**src/gsm7p_pkg.sv**
```systemverilog
// ----------------------------------------------------------------------------
// gsm7p_pkg
// Shared types, constants and the character mapping of the septet packer.
// ----------------------------------------------------------------------------
`timescale 1ns / 1ps
`default_nettype none

package gsm7p_pkg;

  // result queue geometry
  localparam int unsigned OUTQ_DEPTH = 4;
  localparam int unsigned OUTQ_AW    = $clog2(OUTQ_DEPTH);
  localparam int unsigned OUTQ_CW    = $clog2(OUTQ_DEPTH + 1);

  // most results one text byte can cause
  localparam int unsigned GRP_MAX = 3;

  // character codes
  localparam logic [6:0] ESC_SEPTET  = 7'h1B;
  localparam logic [6:0] QMARK       = 7'h3F;
  localparam logic [7:0] MAX_SEPT_RST = 8'd160;
  localparam logic [7:0] SEPT_SAT    = 8'hFF;

  // one input transaction
  typedef struct packed {
    logic [7:0] text_byte;
    logic       is_last;
  } in_item_t;

  // one result transaction
  typedef struct packed {
    logic [7:0] octet;
    logic       octet_valid;
    logic       end_of_message;
    logic [7:0] septet_total;
    logic       too_long;
  } out_item_t;

  // results caused by one input byte, in delivery order
  typedef struct packed {
    logic [1:0]                n;
    out_item_t [GRP_MAX-1:0]   item;
  } res_grp_t;

  // Latin-1 to GSM 7-bit default alphabet; bit 7 marks an extension character
  function automatic logic [7:0] gsm_map(input logic [7:0] b);
    logic [7:0] code;
    unique case (b)
      8'h0A: code = 8'h0A;
      8'h0C: code = 8'h8A;
      8'h0D: code = 8'h0D;
      8'h24: code = 8'h02;
      8'h40: code = 8'h00;
      8'h5B: code = 8'hBC;
      8'h5C: code = 8'hAF;
      8'h5D: code = 8'hBE;
      8'h5E: code = 8'h94;
      8'h5F: code = 8'h11;
      8'h7B: code = 8'hA8;
      8'h7C: code = 8'hC0;
      8'h7D: code = 8'hA9;
      8'h7E: code = 8'hBD;
      8'hA1: code = 8'h40;
      8'hA3: code = 8'h01;
      8'hA4: code = 8'h24;
      8'hA5: code = 8'h03;
      8'hA7: code = 8'h5F;
      8'hBF: code = 8'h60;
      8'hC4: code = 8'h5B;
      8'hC5: code = 8'h0E;
      8'hC6: code = 8'h1C;
      8'hC7: code = 8'h09;
      8'hC9: code = 8'h1F;
      8'hD1: code = 8'h5D;
      8'hD6: code = 8'h5C;
      8'hD8: code = 8'h0B;
      8'hDC: code = 8'h5E;
      8'hDF: code = 8'h1E;
      8'hE0: code = 8'h7F;
      8'hE4: code = 8'h7B;
      8'hE5: code = 8'h0F;
      8'hE6: code = 8'h1D;
      8'hE8: code = 8'h04;
      8'hE9: code = 8'h05;
      8'hEC: code = 8'h07;
      8'hF1: code = 8'h7D;
      8'hF2: code = 8'h08;
      8'hF6: code = 8'h7C;
      8'hF8: code = 8'h0C;
      8'hF9: code = 8'h06;
      8'hFC: code = 8'h7E;
      default: begin
        // space through Z and a through z map onto themselves, everything else is a question mark
        if (((b >= 8'h20) && (b <= 8'h5A)) || ((b >= 8'h61) && (b <= 8'h7A))) begin
          code = b;
        end else begin
          code = {1'b0, QMARK};
        end
      end
    endcase
    return code;
  endfunction

endpackage

`default_nettype wire

```
**src/gsm7p_pack.sv**
```systemverilog
// ----------------------------------------------------------------------------
// gsm7p_pack
// Character mapping, utf-8 lead handling and septet packing for one byte.
// ----------------------------------------------------------------------------
`timescale 1ns / 1ps
`default_nettype none

module gsm7p_pack
  import gsm7p_pkg::*;
(
  input  wire logic       clk,
  input  wire logic       rst_n,
  input  wire in_item_t   item,
  input  wire logic       advance,
  input  wire logic [7:0] max_septets,
  output res_grp_t        grp
);

  logic [6:0] pend_r;
  logic [2:0] pcnt_r;
  logic [1:0] skip_r;
  logic [7:0] sept_r;

  logic [6:0] pend_nxt;
  logic [2:0] pcnt_nxt;
  logic [1:0] skip_nxt;
  logic [7:0] sept_nxt;

  logic [7:0]  map_code;
  logic        skip_act;
  logic        lead2;
  logic        lead3;
  logic        ext;
  logic        plain;
  logic [6:0]  sep0;
  logic [6:0]  sep1;
  logic [4:0]  shift1;
  logic [22:0] acc;
  logic [4:0]  bit_cnt;
  logic [1:0]  nfull;
  logic [2:0]  rem_cnt;
  logic [6:0]  rem_bits;
  logic [1:0]  nsep;
  logic [8:0]  sum;
  logic [7:0]  total;
  logic        tl;
  logic        flush_en;
  logic [1:0]  n_data;
  logic [1:0]  n_res;
  logic [7:0]  slot [GRP_MAX];

  // map the byte and decide how many septets it yields
  always_comb begin
    map_code = gsm_map(item.text_byte);
    skip_act = (skip_r != 2'd0);
    lead2    = (item.text_byte[7:5] == 3'b110);
    lead3    = (item.text_byte[7:4] == 4'b1110);
    ext      = !skip_act && map_code[7];
    plain    = !skip_act && !map_code[7];
    sep0     = ext ? ESC_SEPTET : ((lead2 || lead3) ? QMARK : map_code[6:0]);
    sep1     = map_code[6:0];
    nsep     = ext ? 2'd2 : (plain ? 2'd1 : 2'd0);
  end

  // lsb-first accumulation of up to two septets behind the pending bits
  always_comb begin
    shift1  = {2'b00, pcnt_r} + 5'd7;
    acc     = {16'b0, pend_r};
    if (plain || ext) begin
      acc = acc | ({16'b0, sep0} << pcnt_r);
    end
    if (ext) begin
      acc = acc | ({16'b0, sep1} << shift1);
    end
    bit_cnt = {2'b00, pcnt_r} + (ext ? 5'd14 : (plain ? 5'd7 : 5'd0));
    nfull   = bit_cnt[4:3];
    rem_cnt = bit_cnt[2:0];
    unique case (nfull)
      2'd0:    rem_bits = acc[6:0];
      2'd1:    rem_bits = acc[14:8];
      2'd2:    rem_bits = acc[22:16];
      default: rem_bits = '0;
    endcase
  end

  // running septet count, saturating
  always_comb begin
    sum   = {1'b0, sept_r} + {7'b0, nsep};
    total = sum[8] ? SEPT_SAT : sum[7:0];
    tl    = (total > max_septets);
  end

  // assemble the result group: full octets, then flush, else an end marker
  always_comb begin
    flush_en = item.is_last && (rem_cnt != 3'd0);
    n_data   = nfull + {1'b0, flush_en};
    n_res    = (item.is_last && (n_data == 2'd0)) ? 2'd1 : n_data;
    slot[0]  = (nfull != 2'd0) ? acc[7:0] : (flush_en ? {1'b0, rem_bits} : 8'h00);
    slot[1]  = (nfull == 2'd2) ? acc[15:8] : {1'b0, rem_bits};
    slot[2]  = {1'b0, rem_bits};
    grp.n    = n_res;
    for (int k = 0; k < GRP_MAX; k++) begin
      grp.item[k].octet          = slot[k];
      grp.item[k].octet_valid    = (2'(k) < n_data);
      grp.item[k].end_of_message = item.is_last && (2'(k) == (n_res - 2'd1));
      grp.item[k].septet_total   = total;
      grp.item[k].too_long       = tl;
    end
  end

  // state after this byte; the last byte clears everything
  always_comb begin
    if (item.is_last) begin
      pend_nxt = '0;
      pcnt_nxt = '0;
      skip_nxt = '0;
      sept_nxt = '0;
    end else begin
      pend_nxt = rem_bits;
      pcnt_nxt = rem_cnt;
      sept_nxt = total;
      if (skip_act) begin
        skip_nxt = skip_r - 2'd1;
      end else if (plain && lead2) begin
        skip_nxt = 2'd1;
      end else if (plain && lead3) begin
        skip_nxt = 2'd2;
      end else begin
        skip_nxt = 2'd0;
      end
    end
  end

  // message state
  always_ff @(posedge clk) begin
    if (!rst_n) begin
      pend_r <= '0;
      pcnt_r <= '0;
      skip_r <= '0;
      sept_r <= '0;
    end else if (advance) begin
      pend_r <= pend_nxt;
      pcnt_r <= pcnt_nxt;
      skip_r <= skip_nxt;
      sept_r <= sept_nxt;
    end
  end

endmodule

`default_nettype wire

```
**src/gsm7p_outq.sv**
```systemverilog
// ----------------------------------------------------------------------------
// gsm7p_outq
// Result queue: takes a group of up to three results, hands out one a cycle while out_stall is low.
// ----------------------------------------------------------------------------
`timescale 1ns / 1ps
`default_nettype none

module gsm7p_outq
  import gsm7p_pkg::*;
(
  input  wire logic               clk,
  input  wire logic               rst_n,
  input  wire logic               push,
  input  wire res_grp_t           grp,
  output logic [OUTQ_CW-1:0]      count,
  output logic                    out_valid,
  input  wire logic               out_stall,
  output out_item_t               out_data
);

  out_item_t             q_r [OUTQ_DEPTH];
  logic [OUTQ_AW-1:0]    head_r;
  logic [OUTQ_CW-1:0]    count_r;
  logic [OUTQ_AW-1:0]    head_nxt;
  logic [OUTQ_CW-1:0]    count_nxt;
  logic [OUTQ_AW-1:0]    wr_ptr;
  logic [1:0]            push_n;
  logic                  pop;

  // pointer arithmetic
  always_comb begin
    pop       = (count_r != '0) && !out_stall;
    push_n    = push ? grp.n : 2'd0;
    wr_ptr    = head_r + count_r[OUTQ_AW-1:0];
    head_nxt  = pop ? (head_r + OUTQ_AW'(1)) : head_r;
    count_nxt = count_r + OUTQ_CW'(push_n) - OUTQ_CW'(pop);
  end

  // control
  always_ff @(posedge clk) begin
    if (!rst_n) begin
      head_r  <= '0;
      count_r <= '0;
    end else begin
      head_r  <= head_nxt;
      count_r <= count_nxt;
    end
  end

  // entries, written in group order behind the tail
  always_ff @(posedge clk) begin
    for (int k = 0; k < GRP_MAX; k++) begin
      if (2'(k) < push_n) begin
        q_r[wr_ptr + OUTQ_AW'(k)] <= grp.item[k];
      end
    end
  end

  assign count     = count_r;
  assign out_valid = (count_r != '0);
  assign out_data  = q_r[head_r];

endmodule

`default_nettype wire

```
**src/gsm7_text_encode_pack.sv**
```systemverilog
// ----------------------------------------------------------------------------
// gsm7_text_encode_pack
// Text to GSM 7-bit default alphabet encoder with septet packing.
// ----------------------------------------------------------------------------
// One text byte is taken per cycle. A byte passes an input register, is
// mapped and packed combinationally, and its zero to three results enter a
// four-entry result queue, from which they are offered in order. The queue
// drains one result per cycle while out_stall is low, so the rate is one
// byte per cycle as long as the bytes average at most one result each; the
// input stalls when the group of the byte held in the input register does
// not fit in the queue. Extension characters give an escape septet and the
// code, utf-8 lead bytes give a question mark and drop the following
// continuation bytes, and the last byte flushes leftover bits and ends the
// message with the septet count and the too-long flag. max_septets may be
// written only while no message byte is in flight; it resets to 160.
// ----------------------------------------------------------------------------
`timescale 1ns / 1ps
`default_nettype none

module gsm7_text_encode_pack
  import gsm7p_pkg::*;
(
  input  wire logic       clk,
  input  wire logic       rst_n,
  input  wire logic       in_valid,
  output logic            in_stall,
  input  wire in_item_t   in_data,
  output logic            out_valid,
  input  wire logic       out_stall,
  output out_item_t       out_data,
  input  wire logic       cfg_we,
  input  wire logic [7:0] cfg_wdata
);

  logic                  in_vld_r;
  in_item_t              in_item_r;
  logic [7:0]            max_sept_r;
  logic                  in_vld_nxt;
  logic                  in_take;
  logic                  advance;
  logic [OUTQ_CW-1:0]    q_count;
  res_grp_t              grp;

  // input register advances when its result group fits in the queue
  always_comb begin
    advance    = in_vld_r &&
                 ((OUTQ_CW + 1)'(q_count) + (OUTQ_CW + 1)'(grp.n) <= (OUTQ_CW + 1)'(OUTQ_DEPTH));
    in_stall   = in_vld_r && !advance;
    in_take    = in_valid && !in_stall;
    in_vld_nxt = in_take ? 1'b1 : (advance ? 1'b0 : in_vld_r);
  end

  // input register and configuration
  always_ff @(posedge clk) begin
    if (!rst_n) begin
      in_vld_r   <= 1'b0;
      max_sept_r <= MAX_SEPT_RST;
    end else begin
      in_vld_r <= in_vld_nxt;
      if (cfg_we) begin
        max_sept_r <= cfg_wdata;
      end
    end
  end

  // input payload
  always_ff @(posedge clk) begin
    if (in_take) begin
      in_item_r <= in_data;
    end
  end

  // mapping and packing
  gsm7p_pack u_pack (
    .clk         (clk),
    .rst_n       (rst_n),
    .item        (in_item_r),
    .advance     (advance),
    .max_septets (max_sept_r),
    .grp         (grp)
  );

  // result queue
  gsm7p_outq u_outq (
    .clk       (clk),
    .rst_n     (rst_n),
    .push      (advance),
    .grp       (grp),
    .count     (q_count),
    .out_valid (out_valid),
    .out_stall (out_stall),
    .out_data  (out_data)
  );

  // queue never overfills
  a_q_bound : assert property (@(posedge clk) disable iff (!rst_n)
    q_count <= OUTQ_CW'(OUTQ_DEPTH))
    else $error("result queue overfilled");

  // the last byte of a message always produces at least one result
  a_last_res : assert property (@(posedge clk) disable iff (!rst_n)
    (advance && in_item_r.is_last) |-> (grp.n != 2'd0))
    else $error("last byte produced no result");

  // a pure end marker carries a zero octet and ends the message
  a_marker : assert property (@(posedge clk) disable iff (!rst_n)
    (out_valid && !out_data.octet_valid) |->
      (out_data.end_of_message && (out_data.octet == 8'h00)))
    else $error("malformed end marker");

endmodule

`default_nettype wire
```
**config.mk**
```make
export PLATFORM = sky130hd
export DESIGN_NAME = gsm7_text_encode_pack
export DESIGN_NICKNAME = d
export VERILOG_FILES = /design/src/gsm7p_pkg.sv /design/src/gsm7p_pack.sv /design/src/gsm7p_outq.sv /design/src/gsm7_text_encode_pack.sv
export SDC_FILE = /design/constraint.sdc
export NUM_CORES = 1
export LEC_CHECK = 0
export ABC_CLOCK_PERIOD_IN_PS = 11300
export BUFFER_PORTS_ARGS = -buffer_cell sky130_fd_sc_hd__buf_2
export CAP_MARGIN = 10
export CORE_MARGIN = 2
export CORE_UTILIZATION = 40
export CTS_CLUSTER_SIZE = 16
export DETAILED_ROUTE_END_ITERATION = 10
export GPL_TIMING_DRIVEN = 0
export SLEW_MARGIN = 25
export SYNTH_ARGS = -nofsm -noshare
export SYNTH_HDL_FRONTEND = slang
export SYNTH_SLANG_ARGS = --single-unit
```
**constraint.sdc**
```tcl
create_clock -name clk -period 11.3 [get_ports clk]
set_input_delay 1.13 -clock clk [delete_from_list [all_inputs] [get_ports clk]]
set_output_delay 1.13 -clock clk [all_outputs]
set_load 0.03 [all_outputs]
```
==> results.txt <==
status: finished clean
max-slew violations: 0
CP startpoint kind: flop
worst path required time: 11,470 ps
# port buffers: 41
Max FO, Critical Path: 10
Design Area, Final: 10,200 um2
DP Area: 9590 um2
fmax: 134 MHz
Root Driver: clkbuf_16
Initial Util: 40.8%
Static Leak: 3.73 nW
DRT antenna net count: 0
total negative slack: 0 ps
row cnt: 54
ratio of cells with drive above 1 in the final layout: 18.4%
critical path's most frequent cell: nor2_1
initial antenna violation count: 0
unrepaired setup endpoints after global routing: false
async set or reset register ratio after synthesis: 0%
antenna cells: 0
skew final: 20.6 ps
vias in the first global route: 7,800
r2r setup slk: 3850 ps
# fillers: 2,151
EDFF count, synth: 81
Inserted Clock Buffers: 17
Post-DP HPWL: 20,600 um
drt pass-1 iters: 5
Slew @ Worst Pin: 962 ps
wire per inst: 21.0 um
CTS Buffer Depth: 2
# H-tree levels: 4
top-level port count: 43
Die Wd: 153 um
power per cell area: 212 nW/um2
Min-Delay Startpoint: u_pack.pend_r[1]
final hold viol count: 0
Post-CTS Setup Bufs: 0
Post-Syn Instances: 939
crit path from: in_item_r[3]
worst vdd ir: 0.120 mV
WP buf/inv: 8
Critical Path AT: 7620 ps
area grow syn2layout: 14.0%
CP endpoint kind: flop
Synth warnings: 0
slowest stage delay, CP: 430 ps
post-route insts no fill: 1,295
number of placed cells counting well taps: 1,263
worst-skew pair later-pin latency: 430 ps
Nets: 1,049
die area: 23,500 um2
total gr overflow: 0
Yosys cell types: 111
Synth Cell Area: 8930 um2
final WL: 27,300 um
CP Class: flop to flop
CTS Sinks: 121
Period minus WS final: 7450 ps
dominant synthesized flop cell: edfxtp_1
Rel. slew slack: 35.3%
vias per inst: 6.26
Resized cells post-CTS: 0
crit share post-route: 65.9%
global-route usage over all layers: 23.5%
max_cap viols: 0
synthesized net count: 986
Iteration-0 DRC Markers: 730
hold_buf cts: 0
cell family with most CP delay: buffers and inverters
syn_area_per_cell: 9.52 um2
HP Class: flop to flop
Seq/Total Area, Yosys: 36.2%
Yosys reg bits: 121
core footprint: 21,900 um2
largest net degree at the start of global routing: 20
Final Power: 0.00216 W
Worst path slowest cell: clkbuf_1
Finish-stage setup viols: 0
clk slew on worst S/H paths: 60 ps
Final Wtd Congestion: 1.02
residual DRC count: 0
via count: 8,105
RR Startpoint: in_item_r[3]
CTS tree: built
global-route wire length before repair: 43,900 um
Die Height: 153 um
-- logic make-up (layout without fill, tap and decap cells) --
| family | count (synthesis) | count (layout) | synth area share, % |
|---|---|---|---|
| simple gates | 386 | 386 | 24.0 |
| compound gates | 253 | 253 | 22.2 |
| flops | 121 | 121 | 36.2 |
| buf+inv | 98 | 174 | 4.99 |
| mux | 32 | 32 | 6.46 |
| fa+ha+maj | 25 | 25 | 3.84 |
| xor+xnor | 24 | 24 | 2.35 |
-- per-layer routing --
metal	vias to the layer above	track usage, %	wire [um]
met1	3941	33.3	12400
li1	3723	-	-
met4	0	8.61	882
met2	367	35.8	12100
met3	74	4.31	1860
met5	-	0	0
-- worst min-delay path, delay by kind of cell (launching register included) --
kind,cells,cell delay (ps)
DFF,1,310
and+or+nand+nor,1,60
AOI/OAI and AO/OA,1,60
-- state kept, by name (all words and copies together) (netlist names), named ones only --
name and flops:
max_sept_r 8, u_pack.skip_r 2, u_outq.q_r 76, u_outq.count 3, u_pack.pcnt_r 3, u_pack.sept_r 8
u_outq.head_r 2, u_pack.pend_r 7, in_item_r 9, in_vld_r 1
-- worst paths after layout --
path              cells past startpoint                 to
hold reg to reg                       2   u_pack.pend_r[1]
hold / removal                        2   u_pack.pend_r[1]
setup reg to reg                     29  u_outq.q_r[2][13]
setup / recovery                     29  u_outq.q_r[2][13]
-- layout by cell type (no fill, tap or decap), types with 10 or more instances in the layout --
cell type,netlist,final
and2_1,21,21
mux4_2,19,19
a21o_1,16,16
clkbuf_16,0,17
nor3_1,17,17
dfxtp_1,40,40
nor2_1,85,85
nand3_1,35,35
o221ai_1,10,10
nand2b_1,18,18
o22ai_1,14,14
a21oi_1,44,42
or3_1,10,10
edfxtp_1,81,81
a22oi_1,22,22
and3_1,10,10
clkbuf_1,28,28
nand2_1,78,78
xnor2_1,15,15
ha_1,21,21
o21ai_0,26,24
buf_2,20,61
nor4_1,11,11
nor2b_1,31,31
inv_1,29,29
-- layout make-up --
| type | count | area, um2 | share of cell area [%] |
|---|---|---|---|
| timing repair buffer | 44 | 263 | 2.58 |
| sequential | 121 | 3230 | 31.7 |
| buffer | 63 | 314 | 3.08 |
| tap | 280 | 350 | 3.44 |
| multi-input combinational | 720 | 5300 | 52.1 |
| clock buffer | 17 | 425 | 4.18 |
| clock inverter | 15 | 165 | 1.62 |
| inverter | 35 | 131 | 1.29 |
-- Yosys cell counts, types with 21 or more instances --
| library cell | count | area share, % |
|---|---|---|
| clkbuf_1 | 28 | 1.2 |
| o21ai_0 | 26 | 1.5 |
| ha_1 | 21 | 2.9 |
| a21oi_1 | 44 | 2.5 |
| nand2_1 | 78 | 3.3 |
| edfxtp_1 | 81 | 27 |
| a22oi_1 | 22 | 1.8 |
| dfxtp_1 | 40 | 9.0 |
| nor2_1 | 85 | 3.6 |
| nand3_1 | 35 | 2.0 |
| nor2b_1 | 31 | 2.2 |
| and2_1 | 21 | 1.5 |
| inv_1 | 29 | 1.2 |
-- metrics by stage --
stage | util, % | worst slack [ps] | hold WS, ps
after floorplan | - | 4900 | 435
after global placement | 43.4 | 2630 | 458
after detailed placement | 43.8 | 4010 | 466
after CTS | 46.5 | 3970 | 477
after global routing | 46.5 | 3270 | 495
final | 46.5 | 3850 | 475
-- power breakdown --
part | switching, W | internal, W
combinational | 0.000646 | 0.000367
sequential | 0.0000296 | 0.000573
clock | 0.000213 | 0.000328
Power figures use the tool's default switching activity.
